### config.mk
export PLATFORM = sky130hd
export DESIGN_NAME = duplex_key_matrix_scanner
export DESIGN_NICKNAME = d
export VERILOG_FILES = /design/src/rtl/core/dkms_pkg.sv /design/src/rtl/core/duplex_key_matrix_scanner.sv /design/src/rtl/core/dkms_ram.sv /design/src/rtl/core/dkms_front.sv /design/src/rtl/core/dkms_back.sv
export SDC_FILE = /design/constraint.sdc
export NUM_CORES = 1
export LEC_CHECK = 0
export ABC_CLOCK_PERIOD_IN_PS = 19800
export BUFFER_PORTS_ARGS = -buffer_cell sky130_fd_sc_hd__buf_4
export CORE_ASPECT_RATIO = 1.1
export CORE_UTILIZATION = 50
export DETAILED_ROUTE_END_ITERATION = 10
export GPL_ROUTABILITY_DRIVEN = 0
export PLACE_DENSITY = 0.69
export SYNTH_ARGS = -nofsm -noshare
export SYNTH_HDL_FRONTEND = slang
export SYNTH_SLANG_ARGS = --single-unit
### constraint.sdc
create_clock -name clk -period 19.8 [get_ports clk]
set_clock_uncertainty 0.2 [all_clocks]
set_input_delay 1.98 -clock clk [delete_from_list [all_inputs] [get_ports clk]]
set_output_delay 1.98 -clock clk [all_outputs]
set_load 0.05 [all_outputs]
### src/rtl/core/dkms_pkg.sv
`default_nettype none

package dkms_pkg;

    localparam int unsigned PINS_MAX = 16;
    localparam int unsigned LEVEL_W  = 16;
    localparam int unsigned IDX_W    = 8;

    typedef enum logic [2:0] {
        REG_SCAN_ENABLE = 3'd0,
        REG_PIN_COUNT   = 3'd1,
        REG_SPLIT_POINT = 3'd2,
        REG_DEBOUNCE    = 3'd3,
        REG_POLL        = 3'd4
    } reg_idx_t;

    typedef enum logic {
        OP_TICK   = 1'b0,
        OP_SAMPLE = 1'b1
    } op_t;

    typedef enum logic {
        KIND_DRIVE = 1'b0,
        KIND_KEY   = 1'b1
    } kind_t;

    typedef enum logic [1:0] {
        ST_CLEAR,
        ST_IDLE,
        ST_ROWS,
        ST_FINAL
    } state_t;

    typedef struct packed {
        logic        scan_enable;
        logic [4:0]  pin_count;
        logic [3:0]  split_point;
        logic [15:0] debounce_ticks;
        logic [15:0] poll_ticks;
    } cfg_t;

    typedef struct packed {
        op_t                op;
        logic [LEVEL_W-1:0] levels;
    } item_t;

    typedef struct packed {
        kind_t      kind;
        logic [3:0] drive_pin;
        logic       drive_on;
        logic [3:0] key_row;
        logic [3:0] key_col;
        logic       key_pressed;
        logic       last;
    } result_t;

endpackage

`default_nettype wire

### src/rtl/core/duplex_key_matrix_scanner.sv
// duplex key-matrix scanner
// item channel (item_valid/item_stall): func 0 is one timer tick, func 1 is the
// sense sample for the pin currently driven; sense_levels bit i is pin i.
// result channel (result_valid/result_stall): drive updates (kind 0) and key
// change events (kind 1); last marks the final result of an item.
// apb port: scan_enable, pin_count, split_point, debounce_ticks, poll_ticks at
// byte addresses 0, 4, 8, 12, 16; the user writes them only while the block is
// idle, which the block does not enforce. a two-entry queue takes items while
// earlier ones are still being worked on; a tick's result is registered.
// a sample walks its sense rows through the key store one row per cycle, save
// while a key event waits on a stalled result; rows are the sense pins of the
// pass (up to 15), with one event per changed key and a closing drive update.
// after reset the key store is swept to zero, during which item_stall is high;
// config writes are taken as always. a stalled result holds in the output
// register; work stops behind it and the queue fills, then item_stall rises.
`default_nettype none

module duplex_key_matrix_scanner #(
    parameter int unsigned MAX_KEYS = 128
) (
    input  wire logic        clk,
    input  wire logic        rst_n,
    input  wire logic        psel,
    input  wire logic        penable,
    input  wire logic        pwrite,
    input  wire logic [4:0]  paddr,
    input  wire logic [31:0] pwdata,
    output logic      [31:0] prdata,
    output logic             pready,
    input  wire logic        item_valid,
    output logic             item_stall,
    input  wire logic        func,
    input  wire logic [15:0] sense_levels,
    output logic             result_valid,
    input  wire logic        result_stall,
    output logic             kind,
    output logic      [3:0]  drive_pin,
    output logic             drive_on,
    output logic      [3:0]  key_row,
    output logic      [3:0]  key_col,
    output logic             key_pressed,
    output logic             last
);

    dkms_pkg::cfg_t     cfg_reg, cfg_next;
    dkms_pkg::reg_idx_t reg_idx;
    logic               cfg_write;
    logic               en_rise;
    logic               clearing;
    logic               q_valid;
    logic               q_pop;
    dkms_pkg::item_t    q_item;
    dkms_pkg::result_t  res;

    assign pready    = 1'b1;
    assign reg_idx   = dkms_pkg::reg_idx_t'(paddr[4:2]);
    assign cfg_write = psel && penable && pwrite && pready;
    assign en_rise   = cfg_write && (reg_idx == dkms_pkg::REG_SCAN_ENABLE) &&
                       pwdata[0] && !cfg_reg.scan_enable;

    always_comb
    begin
        cfg_next = cfg_reg;
        if (cfg_write)
        begin
            unique case (reg_idx)
                dkms_pkg::REG_SCAN_ENABLE: cfg_next.scan_enable    = pwdata[0];
                dkms_pkg::REG_PIN_COUNT:   cfg_next.pin_count      = pwdata[4:0];
                dkms_pkg::REG_SPLIT_POINT: cfg_next.split_point    = pwdata[3:0];
                dkms_pkg::REG_DEBOUNCE:    cfg_next.debounce_ticks = pwdata[15:0];
                dkms_pkg::REG_POLL:        cfg_next.poll_ticks     = pwdata[15:0];
                default:                   cfg_next = cfg_reg;
            endcase
        end
    end

    always_comb
    begin
        unique case (reg_idx)
            dkms_pkg::REG_SCAN_ENABLE: prdata = {31'd0, cfg_reg.scan_enable};
            dkms_pkg::REG_PIN_COUNT:   prdata = {27'd0, cfg_reg.pin_count};
            dkms_pkg::REG_SPLIT_POINT: prdata = {28'd0, cfg_reg.split_point};
            dkms_pkg::REG_DEBOUNCE:    prdata = {16'd0, cfg_reg.debounce_ticks};
            dkms_pkg::REG_POLL:        prdata = {16'd0, cfg_reg.poll_ticks};
            default:                   prdata = '0;
        endcase
    end

    always_ff @(posedge clk or negedge rst_n)
    begin
        if (!rst_n)
        begin
            cfg_reg.scan_enable    <= 1'b0;
            cfg_reg.pin_count      <= 5'd16;
            cfg_reg.split_point    <= 4'd8;
            cfg_reg.debounce_ticks <= 16'd5;
            cfg_reg.poll_ticks     <= 16'd10;
        end
        else
        begin
            cfg_reg <= cfg_next;
        end
    end

    dkms_front u_front (
        .clk          (clk),
        .rst_n        (rst_n),
        .item_valid   (item_valid),
        .item_stall   (item_stall),
        .func         (func),
        .sense_levels (sense_levels),
        .clearing     (clearing),
        .q_valid      (q_valid),
        .q_item       (q_item),
        .q_pop        (q_pop)
    );

    dkms_back #(
        .MAX_KEYS (MAX_KEYS)
    ) u_back (
        .clk          (clk),
        .rst_n        (rst_n),
        .cfg          (cfg_reg),
        .en_rise      (en_rise),
        .q_valid      (q_valid),
        .q_item       (q_item),
        .q_pop        (q_pop),
        .clearing     (clearing),
        .result_valid (result_valid),
        .result_stall (result_stall),
        .result       (res)
    );

    assign kind        = res.kind;
    assign drive_pin   = res.drive_pin;
    assign drive_on    = res.drive_on;
    assign key_row     = res.key_row;
    assign key_col     = res.key_col;
    assign key_pressed = res.key_pressed;
    assign last        = res.last;

endmodule

`default_nettype wire

### src/rtl/core/dkms_ram.sv
`default_nettype none

module dkms_ram #(
    parameter int unsigned WIDTH = 1,
    parameter int unsigned DEPTH = 128
) (
    input  wire logic                     clk,
    input  wire logic                     we,
    input  wire logic [$clog2(DEPTH)-1:0] waddr,
    input  wire logic [WIDTH-1:0]         wdata,
    input  wire logic                     re,
    input  wire logic [$clog2(DEPTH)-1:0] raddr,
    output logic      [WIDTH-1:0]         rdata
);

    logic [WIDTH-1:0] mem [DEPTH];

    always_ff @(posedge clk)
    begin
        if (we)
        begin
            mem[waddr] <= wdata;
        end
        if (re)
        begin
            rdata <= mem[raddr];
        end
    end

endmodule

`default_nettype wire

### src/rtl/core/dkms_front.sv
`default_nettype none

module dkms_front (
    input  wire logic           clk,
    input  wire logic           rst_n,
    input  wire logic           item_valid,
    output logic                item_stall,
    input  wire logic           func,
    input  wire logic [dkms_pkg::LEVEL_W-1:0] sense_levels,
    input  wire logic           clearing,
    output logic                q_valid,
    output dkms_pkg::item_t     q_item,
    input  wire logic           q_pop
);

    localparam int unsigned DEPTH = 2;
    localparam int unsigned PTR_W = $clog2(DEPTH);
    localparam int unsigned CNT_W = $clog2(DEPTH + 1);

    dkms_pkg::item_t   entry_reg [DEPTH];
    logic [PTR_W-1:0]  wr_ptr_reg, wr_ptr_next;
    logic [PTR_W-1:0]  rd_ptr_reg, rd_ptr_next;
    logic [CNT_W-1:0]  count_reg, count_next;
    logic              push;
    dkms_pkg::item_t   push_item;

    // no transfer while the key store is being swept after reset
    assign item_stall = (count_reg == CNT_W'(DEPTH)) || clearing;
    assign push       = item_valid && !item_stall;

    always_comb
    begin
        push_item.op     = func ? dkms_pkg::OP_SAMPLE : dkms_pkg::OP_TICK;
        push_item.levels = sense_levels;
    end

    assign q_valid = (count_reg != '0);
    assign q_item  = entry_reg[rd_ptr_reg];

    always_comb
    begin
        wr_ptr_next = wr_ptr_reg;
        rd_ptr_next = rd_ptr_reg;
        count_next  = count_reg;
        if (push)
        begin
            wr_ptr_next = (wr_ptr_reg == PTR_W'(DEPTH - 1)) ? '0 : wr_ptr_reg + 1'b1;
        end
        if (q_pop)
        begin
            rd_ptr_next = (rd_ptr_reg == PTR_W'(DEPTH - 1)) ? '0 : rd_ptr_reg + 1'b1;
        end
        if (push && !q_pop)
        begin
            count_next = count_reg + 1'b1;
        end
        else if (!push && q_pop)
        begin
            count_next = count_reg - 1'b1;
        end
    end

    always_ff @(posedge clk or negedge rst_n)
    begin
        if (!rst_n)
        begin
            wr_ptr_reg <= '0;
            rd_ptr_reg <= '0;
            count_reg  <= '0;
        end
        else
        begin
            wr_ptr_reg <= wr_ptr_next;
            rd_ptr_reg <= rd_ptr_next;
            count_reg  <= count_next;
        end
    end

    always_ff @(posedge clk)
    begin
        if (push)
        begin
            entry_reg[wr_ptr_reg] <= push_item;
        end
    end

    a_pop_not_empty: assert property (@(posedge clk) disable iff (!rst_n)
        q_pop |-> count_reg != '0)
        else $error("queue popped while empty");

    a_count_bound: assert property (@(posedge clk) disable iff (!rst_n)
        count_reg <= CNT_W'(DEPTH))
        else $error("queue count past depth");

    a_no_push_full: assert property (@(posedge clk) disable iff (!rst_n)
        push |-> count_reg != CNT_W'(DEPTH))
        else $error("transfer into a full queue");

endmodule

`default_nettype wire

### src/rtl/core/dkms_back.sv
`default_nettype none

module dkms_back #(
    parameter int unsigned MAX_KEYS = 128
) (
    input  wire logic            clk,
    input  wire logic            rst_n,
    input  wire dkms_pkg::cfg_t  cfg,
    input  wire logic            en_rise,
    input  wire logic            q_valid,
    input  wire dkms_pkg::item_t q_item,
    output logic                 q_pop,
    output logic                 clearing,
    output logic                 result_valid,
    input  wire logic            result_stall,
    output dkms_pkg::result_t    result
);

    localparam int unsigned AW    = $clog2(MAX_KEYS);
    localparam int unsigned IDX_W = dkms_pkg::IDX_W;

    dkms_pkg::state_t  state_reg, state_next;

    logic              scanning_reg, scanning_next;
    logic              pass_two_reg, pass_two_next;
    logic [3:0]        drive_index_reg, drive_index_next;
    logic [15:0]       wait_count_reg, wait_count_next;
    logic              change_seen_reg, change_seen_next;
    logic [dkms_pkg::LEVEL_W-1:0] levels_reg, levels_next;
    logic [3:0]        rd_row_reg, rd_row_next;
    logic [IDX_W-1:0]  rd_idx_reg, rd_idx_next;
    logic              cmp_vld_reg, cmp_vld_next;
    logic [3:0]        cmp_row_reg, cmp_row_next;
    logic [IDX_W-1:0]  cmp_idx_reg, cmp_idx_next;
    logic [AW-1:0]     clr_addr_reg, clr_addr_next;
    logic              out_valid_reg, out_valid_next;
    dkms_pkg::result_t out_reg, out_next;

    // geometry from the live registers and the current pass
    logic [4:0]        n_pins;
    logic [4:0]        split5;
    logic              geo_ok;
    logic [4:0]        n_minus_s;
    logic [4:0]        dcount;
    logic [4:0]        scount;
    logic [3:0]        sense_base;
    logic [3:0]        row_base;
    logic [3:0]        pin_base;
    logic [IDX_W-1:0]  pass_prod;
    logic [IDX_W-1:0]  key_offset;
    logic [4:0]        di_inc;
    logic              rows_needed;

    logic              out_free;
    logic              ram_we, ram_re;
    logic [AW-1:0]     ram_waddr;
    logic [0:0]        ram_wdata;
    logic [0:0]        ram_rdata;
    logic [3:0]        cmp_pin;
    logic              cmp_lvl;
    logic              cmp_in_range;
    logic              need_event;
    logic              rows_go;
    logic              rd_more;

    assign n_pins     = (cfg.pin_count > 5'(dkms_pkg::PINS_MAX)) ?
                        5'(dkms_pkg::PINS_MAX) : cfg.pin_count;
    assign split5     = {1'b0, cfg.split_point};
    assign geo_ok     = (cfg.split_point != 4'd0) && (split5 < n_pins);
    assign n_minus_s  = n_pins - split5;
    assign dcount     = pass_two_reg ? n_minus_s : split5;
    assign scount     = pass_two_reg ? split5 : n_minus_s;
    assign sense_base = pass_two_reg ? 4'd0 : cfg.split_point;
    assign row_base   = pass_two_reg ? n_minus_s[3:0] : 4'd0;
    assign pin_base   = pass_two_reg ? cfg.split_point : 4'd0;
    assign pass_prod  = IDX_W'({4'd0, cfg.split_point} * {4'd0, n_minus_s[3:0]});
    assign key_offset = pass_two_reg ? pass_prod : '0;
    assign di_inc     = {1'b0, drive_index_reg} + 5'd1;
    assign rows_needed = geo_ok && ({1'b0, drive_index_reg} < dcount);

    assign out_free     = !out_valid_reg || !result_stall;
    assign cmp_pin      = sense_base + cmp_row_reg;
    assign cmp_lvl      = levels_reg[cmp_pin];
    assign cmp_in_range = 32'(cmp_idx_reg) < MAX_KEYS;
    assign need_event   = cmp_vld_reg && cmp_in_range && (ram_rdata[0] != cmp_lvl);
    assign rows_go      = !need_event || out_free;
    assign rd_more      = {1'b0, rd_row_reg} < scount;

    assign q_pop        = (state_reg == dkms_pkg::ST_IDLE) && q_valid && out_free;
    assign clearing     = (state_reg == dkms_pkg::ST_CLEAR);
    assign result_valid = out_valid_reg;
    assign result       = out_reg;

    dkms_ram #(
        .WIDTH (1),
        .DEPTH (MAX_KEYS)
    ) u_key_ram (
        .clk   (clk),
        .we    (ram_we),
        .waddr (ram_waddr),
        .wdata (ram_wdata),
        .re    (ram_re),
        .raddr (AW'(rd_idx_reg)),
        .rdata (ram_rdata)
    );

    always_comb
    begin
        state_next = state_reg;
        unique case (state_reg)
            dkms_pkg::ST_CLEAR:
            begin
                if (clr_addr_reg == AW'(MAX_KEYS - 1))
                begin
                    state_next = dkms_pkg::ST_IDLE;
                end
            end
            dkms_pkg::ST_IDLE:
            begin
                if (q_pop && q_item.op == dkms_pkg::OP_SAMPLE && scanning_reg)
                begin
                    state_next = rows_needed ? dkms_pkg::ST_ROWS : dkms_pkg::ST_FINAL;
                end
            end
            dkms_pkg::ST_ROWS:
            begin
                if (rows_go && !rd_more)
                begin
                    state_next = dkms_pkg::ST_FINAL;
                end
            end
            dkms_pkg::ST_FINAL:
            begin
                if (out_free)
                begin
                    state_next = dkms_pkg::ST_IDLE;
                end
            end
            default:
            begin
                state_next = dkms_pkg::ST_CLEAR;
            end
        endcase
    end

    always_comb
    begin
        scanning_next    = scanning_reg;
        pass_two_next    = pass_two_reg;
        drive_index_next = drive_index_reg;
        wait_count_next  = wait_count_reg;
        change_seen_next = change_seen_reg;
        levels_next      = levels_reg;
        rd_row_next      = rd_row_reg;
        rd_idx_next      = rd_idx_reg;
        cmp_vld_next     = cmp_vld_reg;
        cmp_row_next     = cmp_row_reg;
        cmp_idx_next     = cmp_idx_reg;
        clr_addr_next    = clr_addr_reg;
        out_valid_next   = out_valid_reg && result_stall;
        out_next         = out_reg;
        ram_we           = 1'b0;
        ram_waddr        = AW'(cmp_idx_reg);
        ram_wdata        = cmp_lvl;
        ram_re           = 1'b0;

        unique case (state_reg)
            dkms_pkg::ST_CLEAR:
            begin
                ram_we        = 1'b1;
                ram_waddr     = clr_addr_reg;
                ram_wdata     = 1'b0;
                clr_addr_next = clr_addr_reg + 1'b1;
            end
            dkms_pkg::ST_IDLE:
            begin
                if (q_pop && q_item.op == dkms_pkg::OP_TICK && !scanning_reg)
                begin
                    if (wait_count_reg > 16'd1)
                    begin
                        wait_count_next = wait_count_reg - 16'd1;
                    end
                    else
                    begin
                        wait_count_next = '0;
                        if (cfg.scan_enable)
                        begin
                            change_seen_next  = 1'b0;
                            pass_two_next     = 1'b0;
                            drive_index_next  = '0;
                            out_valid_next    = 1'b1;
                            out_next          = '0;
                            out_next.kind     = dkms_pkg::KIND_DRIVE;
                            out_next.last     = 1'b1;
                            if (geo_ok)
                            begin
                                scanning_next     = 1'b1;
                                out_next.drive_on = 1'b1;
                            end
                            else
                            begin
                                // no keys: release at once and wait a poll period
                                wait_count_next = cfg.poll_ticks;
                            end
                        end
                    end
                end
                else if (q_pop && q_item.op == dkms_pkg::OP_SAMPLE && scanning_reg)
                begin
                    levels_next  = q_item.levels;
                    rd_row_next  = '0;
                    rd_idx_next  = key_offset + IDX_W'(drive_index_reg);
                    cmp_vld_next = 1'b0;
                end
            end
            dkms_pkg::ST_ROWS:
            begin
                if (rows_go)
                begin
                    // read row r while row r-1 is compared
                    if (rd_more)
                    begin
                        ram_re       = 1'b1;
                        cmp_vld_next = 1'b1;
                        cmp_row_next = rd_row_reg;
                        cmp_idx_next = rd_idx_reg;
                        rd_row_next  = rd_row_reg + 4'd1;
                        rd_idx_next  = rd_idx_reg + IDX_W'(dcount);
                    end
                    else
                    begin
                        cmp_vld_next = 1'b0;
                    end
                    if (need_event)
                    begin
                        ram_we               = 1'b1;
                        change_seen_next     = 1'b1;
                        out_valid_next       = 1'b1;
                        out_next             = '0;
                        out_next.kind        = dkms_pkg::KIND_KEY;
                        out_next.key_row     = row_base + cmp_row_reg;
                        out_next.key_col     = drive_index_reg;
                        out_next.key_pressed = cmp_lvl;
                    end
                end
            end
            dkms_pkg::ST_FINAL:
            begin
                if (out_free)
                begin
                    out_valid_next = 1'b1;
                    out_next       = '0;
                    out_next.kind  = dkms_pkg::KIND_DRIVE;
                    out_next.last  = 1'b1;
                    if (geo_ok && di_inc < dcount)
                    begin
                        drive_index_next   = di_inc[3:0];
                        out_next.drive_pin = pin_base + di_inc[3:0];
                        out_next.drive_on  = 1'b1;
                    end
                    else if (geo_ok && !pass_two_reg)
                    begin
                        pass_two_next      = 1'b1;
                        drive_index_next   = '0;
                        out_next.drive_pin = cfg.split_point;
                        out_next.drive_on  = 1'b1;
                    end
                    else
                    begin
                        scanning_next    = 1'b0;
                        pass_two_next    = 1'b0;
                        drive_index_next = '0;
                        wait_count_next  = change_seen_reg ? cfg.debounce_ticks :
                                                             cfg.poll_ticks;
                    end
                end
            end
            default:
            begin
                out_valid_next = 1'b0;
            end
        endcase

        // enabling from idle makes the next tick scan
        if (en_rise && !scanning_reg)
        begin
            wait_count_next = '0;
        end
    end

    always_ff @(posedge clk or negedge rst_n)
    begin
        if (!rst_n)
        begin
            state_reg       <= dkms_pkg::ST_CLEAR;
            scanning_reg    <= 1'b0;
            pass_two_reg    <= 1'b0;
            drive_index_reg <= '0;
            wait_count_reg  <= '0;
            change_seen_reg <= 1'b0;
            rd_row_reg      <= '0;
            cmp_vld_reg     <= 1'b0;
            clr_addr_reg    <= '0;
            out_valid_reg   <= 1'b0;
        end
        else
        begin
            state_reg       <= state_next;
            scanning_reg    <= scanning_next;
            pass_two_reg    <= pass_two_next;
            drive_index_reg <= drive_index_next;
            wait_count_reg  <= wait_count_next;
            change_seen_reg <= change_seen_next;
            rd_row_reg      <= rd_row_next;
            cmp_vld_reg     <= cmp_vld_next;
            clr_addr_reg    <= clr_addr_next;
            out_valid_reg   <= out_valid_next;
        end
    end

    always_ff @(posedge clk)
    begin
        levels_reg  <= levels_next;
        rd_idx_reg  <= rd_idx_next;
        cmp_row_reg <= cmp_row_next;
        cmp_idx_reg <= cmp_idx_next;
        out_reg     <= out_next;
    end

    a_clear_quiet: assert property (@(posedge clk) disable iff (!rst_n)
        state_reg == dkms_pkg::ST_CLEAR |-> !scanning_reg && !out_valid_reg)
        else $error("activity during key store sweep");

    a_key_not_last: assert property (@(posedge clk) disable iff (!rst_n)
        out_valid_reg && out_reg.kind == dkms_pkg::KIND_KEY |-> !out_reg.last)
        else $error("key event marked as final result");

    a_drive_in_scan: assert property (@(posedge clk) disable iff (!rst_n)
        out_valid_reg && out_reg.kind == dkms_pkg::KIND_DRIVE && out_reg.drive_on
        |-> scanning_reg)
        else $error("pin driven outside a scan");

endmodule

`default_nettype wire

# ---- Word-level counts from Yosys, hierarchy flattened
# Memory sizes are Yosys's and may differ from the RTL's. A register that Yosys moved wholly into a read port is not among the register bits.
# Index checks and enable logic that the tools add are counted.
dict set report totals {
  register_bits 136
  ramBits 162
  in_bits 61
  out_inout_bits 51
  wordCells 243
  memories 2
}
# name depth word_bits read_ports rd_ports_with_merged_regs write_ports line_no
set memory_table {}
lappend memory_table {u_back.u_key_ram.mem 128 1 1 1 1 dkms_ram.sv:16} ;# logic [WIDTH-1:0] mem [DEPTH];
lappend memory_table {u_front.entry_reg 2 17 1 0 1 dkms_front.sv:20} ;# dkms_pkg::item_t entry_reg [DEPTH];
dict set report classes {
  addsub 14
  mul 1
  n_lt_le_gt_ge 8
  eq_ne 28
  mux 98
  bitwise_logic 2
  reduce_logical 61
}
# cell n
set op_table {}
lappend op_table {{2-to-1 mux 16 bit} 15}
lappend op_table {{case mux 16 bit (5 select lines)} 1}
lappend op_table {{2-to-1 mux 4 bit} 12}
lappend op_table {{case mux 16 bit (3 select lines)} 1}
lappend op_table {{2-to-1 mux 1 bit} 40}
lappend op_table {{2-to-1 mux 8 bit} 5}
lappend op_table {{case mux 16 bit (2 select lines)} 1}
lappend op_table {{2-to-1 mux 5 bit} 5}
lappend op_table {{logical AND 1 bit} 23}
lappend op_table {{> comparator 16 x 1 -> 1 bit (second input constant)} 1}
lappend op_table {{case mux 4 bit (2 select lines)} 2}
lappend op_table {{case mux 8 bit (2 select lines)} 1}
lappend op_table {{subtractor 16 x 1 -> 16 bit (second input constant)} 1}
lappend op_table {{less-than comparator 4 x 5 -> 1 bit} 3}
lappend op_table {{AND reduction 5 bit} 3}
lappend op_table {{inequality test 2 x 1 -> 1 bit (second input constant)} 7}
lappend op_table {{inequality test 2 bit (second input constant)} 7}
lappend op_table {{adder 4 bit} 3}
lappend op_table {{2-to-1 mux 2 bit} 6}
lappend op_table {{AND reduction 6 bit} 2}
lappend op_table {{logical NOT 1 bit} 10}
lappend op_table {{case mux 1 bit (2 select lines)} 5}
lappend op_table {{AND reduction 2 bit} 5}
lappend op_table {{inequality test 3 bit (second input constant)} 3}
lappend op_table {{other kinds (37)} 50}

# ---- Depth between registers and ports, before layout
dict set report depth {
  word_depth 12
  depth_mapped 19
  depth_no_buf 18
}

# ---- By module
# A second synthesis with hierarchy kept.
dict set report unflattened {
  cells_unflattened 1293
  area_unflattened_um2 15896.5
}
# module n_inst cells_per_inst area_per_inst_um2 seq_area_each_um2
set modules_own_cells {}
lappend modules_own_cells {dkms_back 1 675 6653.9 2512.4}
lappend modules_own_cells {dkms_ram 1 395 5729.2 3873.7}
lappend modules_own_cells {duplex_key_matrix_scanner 1 151 2026.9 1058.5}
lappend modules_own_cells {dkms_front 1 72 1486.4 1121.1}

# ---- Worst setup path after synthesis
# OpenSTA, ideal clock, no wires.
dict set report synth_timing {
  kind {register to register}
  startpoint {register u_back.pass_two_reg}
  endpoint {memory u_back.u_key_ram.mem[0], data pin}
  setup_ns 0.796
  arrival_time_ns 5.426
  required_time_ns 18.804
  setup_slack_ns 13.379
  stages_incl_launch_ff 12
  n_path_buf 3
  synth_period_minus_slack_ns 6.421
  cell_sequence {dfrtp_1 clkbuf_1 clkbuf_1 clkbuf_1 nor2b_1 ha_1 inv_1 fa_1 mux4_2 mux2i_1 mux2_4 nor2_1}
}
dict set report synth_between {
  elab_chain_len 5
}
# element line_no
set synth_lines {}
lappend synth_lines {{start, declared} dkms_back.sv:25} ;# logic pass_two_reg, pass_two_next;
lappend synth_lines {{start signal, assigned} dkms_back.sv:310} ;# pass_two_reg <= pass_two_next;
lappend synth_lines {{2-to-1 mux 4 bit} dkms_back.sv:73} ;# assign sense_base = pass_two_reg ? 4'd0 : cfg.split_point;
lappend synth_lines {{adder 4 bit} dkms_back.sv:82} ;# assign cmp_pin = sense_base + cmp_row_reg;
lappend synth_lines {{binary-select mux 1 bit (select 4 bit)} dkms_back.sv:83} ;# assign cmp_lvl = levels_reg[cmp_pin];
lappend synth_lines {{2-to-1 mux 1 bit (not written as such)} dkms_back.sv:83}
lappend synth_lines {{2-to-1 mux 1 bit} dkms_back.sv:167} ;# unique case (state_reg)
lappend synth_lines {{net u_back.ram_wdata} dkms_back.sv:57} ;# logic [0:0] ram_wdata;
lappend synth_lines {{end, declared} dkms_ram.sv:16}
# The timed path passes the listed nets, and every way through them passes these cells. The select of a mux whose other input is x is not followed.

# ---- Final worst setup path
dict set report layout_timing {
  startpoint {input port paddr[3]}
  endpoint {output port prdata[11]}
}
dict set report layout_between {
  elab_chain_len 2
  elab_cells_between_ends 6
  cone_classes {eq/ne (4); mux (1); reduce/logical (1)}
}
# element line_no
set layout_lines {}
lappend layout_lines {{start, declared} duplex_key_matrix_scanner.sv:26} ;# input wire logic [4:0] paddr,
lappend layout_lines {{equality test 3 bit, or another cell as far along} duplex_key_matrix_scanner.sv:79} ;# unique case (reg_idx)
lappend layout_lines {{case mux 16 bit (5 select lines) (*)} duplex_key_matrix_scanner.sv:79}
lappend layout_lines {{end, declared} duplex_key_matrix_scanner.sv:28} ;# output logic [31:0] prdata,
# Every way passes the cells marked *; elsewhere a longest branch is shown, timed or not.

==> run_summary.xml <==
<?xml version="1.0" encoding="UTF-8"?>
<metrics>
  <group name="status">
    <metric name="outcome" unit="">complete, no violations</metric>
  </group>
  <group name="routing">
    <metric name="wl_met2" unit="um">17450</metric>
    <metric name="drc" unit="">0</metric>
    <metric name="ant_nets" unit="">0</metric>
    <metric name="routed-wl-met3" unit="um">1474</metric>
    <metric name="drtPass1Iterations" unit="">5</metric>
    <metric name="detail_route.vias_per_cell" unit="">5.870</metric>
    <metric name="route.detailed.wl_per_inst" unit="um">19.91</metric>
    <metric name="routed.top_layer" unit="">met4</metric>
    <metric name="num_vias" unit="">10450</metric>
    <metric name="routedLengthMet1" unit="um">15730</metric>
    <metric name="drt_wl_total" unit="um">35440</metric>
    <metric name="violation_count_after_the_first_detailed_route_iteration" unit="">838</metric>
  </group>
  <group name="cells_and_area">
    <metric name="fin_util" unit="">0.5795</metric>
    <metric name="final_nets" unit="">1470</metric>
    <metric name="multi_input_area" unit="mm^2">0.006715</metric>
    <metric name="antenna_cells_inserted" unit="">0</metric>
    <metric name="area_growth" unit="%">12.68</metric>
    <metric name="largest_register_ffs" unit="">128</metric>
    <metric name="filler_cell_count" unit="">2546</metric>
    <metric name="layout.area.seq" unit="mm^2">0.008566</metric>
    <metric name="post_route_cells_drive_above_1_share" unit="">0.1918</metric>
  </group>
  <group name="yosys">
    <metric name="synth_compound_gate_area_share" unit="">0.08470</metric>
    <metric name="synth_top_family_by_area" unit="">simple AND/OR/NAND/NOR gates</metric>
    <metric name="synth_xor_xnor_area_share" unit="">0.02270</metric>
    <metric name="asyncSetResetFlopFracSynth" unit="">0.2809</metric>
    <metric name="synth_cells" unit="">1289</metric>
    <metric name="yosys_register_bits" unit="">299</metric>
    <metric name="netlist-cell-type-count" unit="">73</metric>
    <metric name="synth_common_cells" unit="">215 x edfxtp_1, 145 x nor3_1, 89 x nand2_1, 78 x dfrtp_1, 63 x mux2_2</metric>
    <metric name="synth-adder-area-share" unit="">0.05773</metric>
    <metric name="synth_most_common_cell" unit="">edfxtp_1</metric>
    <metric name="synth-edff-count" unit="">215</metric>
    <metric name="synth_simple_gate_area_frac" unit="">0.1291</metric>
    <metric name="synth_largest_type_area_fraction" unit="">0.4081</metric>
    <metric name="synthesis.yosys.warnings" unit="">0</metric>
    <metric name="yosysTopAreaCell" unit="">edfxtp_1</metric>
    <metric name="synthTopCellsByArea" unit="">edfxtp_1 41%, dfrtp_1 12%, mux4_2 5.4%</metric>
    <metric name="synth.avg_cell_area" unit="um^2">12.27</metric>
    <metric name="proportion_of_synthesized_area_in_mux_cells" unit="">0.1236</metric>
    <metric name="post_synthesis_cell_area" unit="mm^2">0.01582</metric>
    <metric name="dominantRegCellSynth" unit="">edfxtp_1</metric>
    <metric name="seq_area_frac_synth" unit="">0.5414</metric>
  </group>
  <group name="timing">
    <metric name="hold_violations" unit="">0</metric>
    <metric name="timing_worst_slew_pin_value" unit="ps">1216</metric>
    <metric name="finalCritPeriodShare" unit="">0.2890</metric>
    <metric name="finalSetupViolations" unit="">0</metric>
    <metric name="max_freq" unit="MHz">174.8</metric>
    <metric name="layout_setup_ws" unit="ps">14080</metric>
    <metric name="slew_viol_final" unit="">0</metric>
    <metric name="timing.slew.headroom" unit="">0.1893</metric>
    <metric name="period_needed" unit="ps">5721</metric>
    <metric name="grt_setup_unrepaired" unit="">no</metric>
    <metric name="setup-tns-final" unit="ps">0</metric>
  </group>
  <group name="setup_path">
    <metric name="critical_path_required" unit="ps">17620</metric>
    <metric name="timing.critical_path.fanout_max" unit="">16</metric>
    <metric name="critPathKind" unit="">in2out</metric>
    <metric name="worst-r2r-cell-count" unit="">10</metric>
    <metric name="worstSetupEndpointType" unit="">primary output</metric>
    <metric name="crit_arrival" unit="ps">3540</metric>
    <metric name="start_kind" unit="">input port</metric>
  </group>
  <group name="hold_path">
    <metric name="worst_hold_path_type" unit="">reg2reg</metric>
    <metric name="worst_hold_path.num_cells" unit="">1</metric>
  </group>
  <group name="die">
    <metric name="dieHeight" unit="um">188.6</metric>
    <metric name="initial_utilization" unit="">0.5143</metric>
    <metric name="die_area" unit="mm^2">0.03236</metric>
    <metric name="std_cell_rows" unit="">67</metric>
    <metric name="die_x" unit="um">171.6</metric>
    <metric name="design.portCount" unit="">112</metric>
    <metric name="core_area" unit="mm^2">0.03077</metric>
  </group>
  <group name="clocking">
    <metric name="post-cts-setup-buffer-count" unit="">0</metric>
    <metric name="tritoncts.num_buffers" unit="">31</metric>
    <metric name="cts.hold.buffers_added" unit="">0</metric>
    <metric name="clk_root_buffer_cell" unit="">clkbuf_16</metric>
    <metric name="clk-insertion-delay-late" unit="ps">570</metric>
    <metric name="cts_repair_resize_count" unit="">0</metric>
    <metric name="cts.sink_count" unit="">299</metric>
    <metric name="tritoncts_clock_tree" unit="">built</metric>
    <metric name="clock_path_buffers" unit="">3</metric>
    <metric name="cts_htree_levels" unit="">1</metric>
    <metric name="path_clk_slew" unit="ps">60</metric>
  </group>
  <group name="place">
    <metric name="io_buffer_count" unit="">76</metric>
    <metric name="hpwlAfterDp" unit="um">22920</metric>
    <metric name="setup_ws_pre_cts" unit="ps">14100</metric>
  </group>
  <group name="power_and_ir_drop">
    <metric name="power.static_leakage" unit="nW">6.677</metric>
    <metric name="overall_power_after_layout" unit="W">0.002893</metric>
    <metric name="power.share.sequential" unit="">0.371</metric>
    <metric name="share_clk_of_total_power" unit="">0.230</metric>
    <metric name="netSwitchingPower" unit="W">0.001112</metric>
    <metric name="worst_ir_drop_vdd" unit="V">0.0001682</metric>
    <metric name="power.share.switching" unit="">0.3844</metric>
    <metric name="cellPowerDensity" unit="mW/mm^2">162.3</metric>
    <metric name="combinationalPowerShare" unit="">0.399</metric>
    <metric name="power_report.internal_total" unit="W">0.001781</metric>
  </group>
  <group name="grt">
    <metric name="globalRouteTotalUtil" unit="">0.2243</metric>
    <metric name="initial_antenna_violation_count" unit="">0</metric>
    <metric name="grt_pass1_wl" unit="um">56810</metric>
    <metric name="grt_pass1_vias" unit="">10480</metric>
    <metric name="globalRoute.totalOverflow" unit="">0</metric>
    <metric name="grt_max_degree" unit="">129</metric>
  </group>
  <group name="run">
    <metric name="drv_cap" unit="">0</metric>
  </group>
</metrics>
## area by class of cell
type | count | area share
inverter | 53 | 0.01116
clock buffer | 38 | 0.04667
multi-input combinational | 868 | 0.3767
clock inverter | 19 | 0.01853
tap | 414 | 0.02905
sequential | 299 | 0.4805
timing repair buffer | 89 | 0.03748
## power by group through the flow
stage | clock, W | combinational (W) | sequential (W)
global placement | 0 | 0.00113 | 0.00108
CTS | 0.000672 | 0.00116 | 0.00107
detailed placement | 0 | 0.00115 | 0.00108
finish | 0.000664 | 0.00115 | 0.00107
global route | 0.000698 | 0.00127 | 0.00109
floorplan | 0 | 0.000818 | 0.00111
## critical path: stages
cell and delay (ps):
buf_4 160, nor3b_2 880, a22o_1 300, buf_4 210
## logic make-up after synthesis
group / after synthesis
multiplexers: 139
XOR/XNOR: 41
adder cells (fa/ha/maj): 67
AND/OR/NAND/NOR: 408
buffers and inverters: 137
AO/OA/AOI/OAI: 196
other: 2
flip-flops: 299
## path summary, 6_finish.rpt
check	slack, ps	endpoint	startpoint
max reg2reg	14300	u_back.u_key_ram.mem[122]	u_back.pass_two_reg
min reg2reg	290	u_front.wr_ptr_reg	u_front.wr_ptr_reg
max in group asynchronous	17160	u_back.rd_row_reg[0]	rst_n
min in group asynchronous	1090	cfg_reg[31]	rst_n
max	14080	prdata[11]	paddr[3]
min	290	u_front.wr_ptr_reg	u_front.wr_ptr_reg
## per-stage QoR
step	instances	hold slack, ps	area, um^2
2_1_floorplan	1304	224.4	15880
3_5_place_dp	1723	280.9	16670
3_3_place_gp	1723	260.0	16670
5_1_grt	1780	313.6	17830
6_report	1780	295.0	17830
4_1_cts	1780	294.4	17830
## placed cells by master (no fill, tap or decap), drive strengths merged, types with 47 or more instances in the layout
master,Yosys,routed
nor2,60,60
ha,57,57
a21oi,47,47
edfxtp,215,215
nand2,89,89
mux2,65,65
nor3,146,146
buf,47,89
inv,51,52
dfrtp,78,78
## layer usage
| layer | vias up | global-route usage |
|---|---|---|
| li1 | 4943 | - |
| met1 | 5188 | 0.3111 |
| met2 | 265 | 0.3728 |
| met3 | 53 | 0.02457 |
| met4 | 0 | 0.06181 |
| met5 | - | 0 |
No activity file was read; power rests on OpenSTA's default activity.
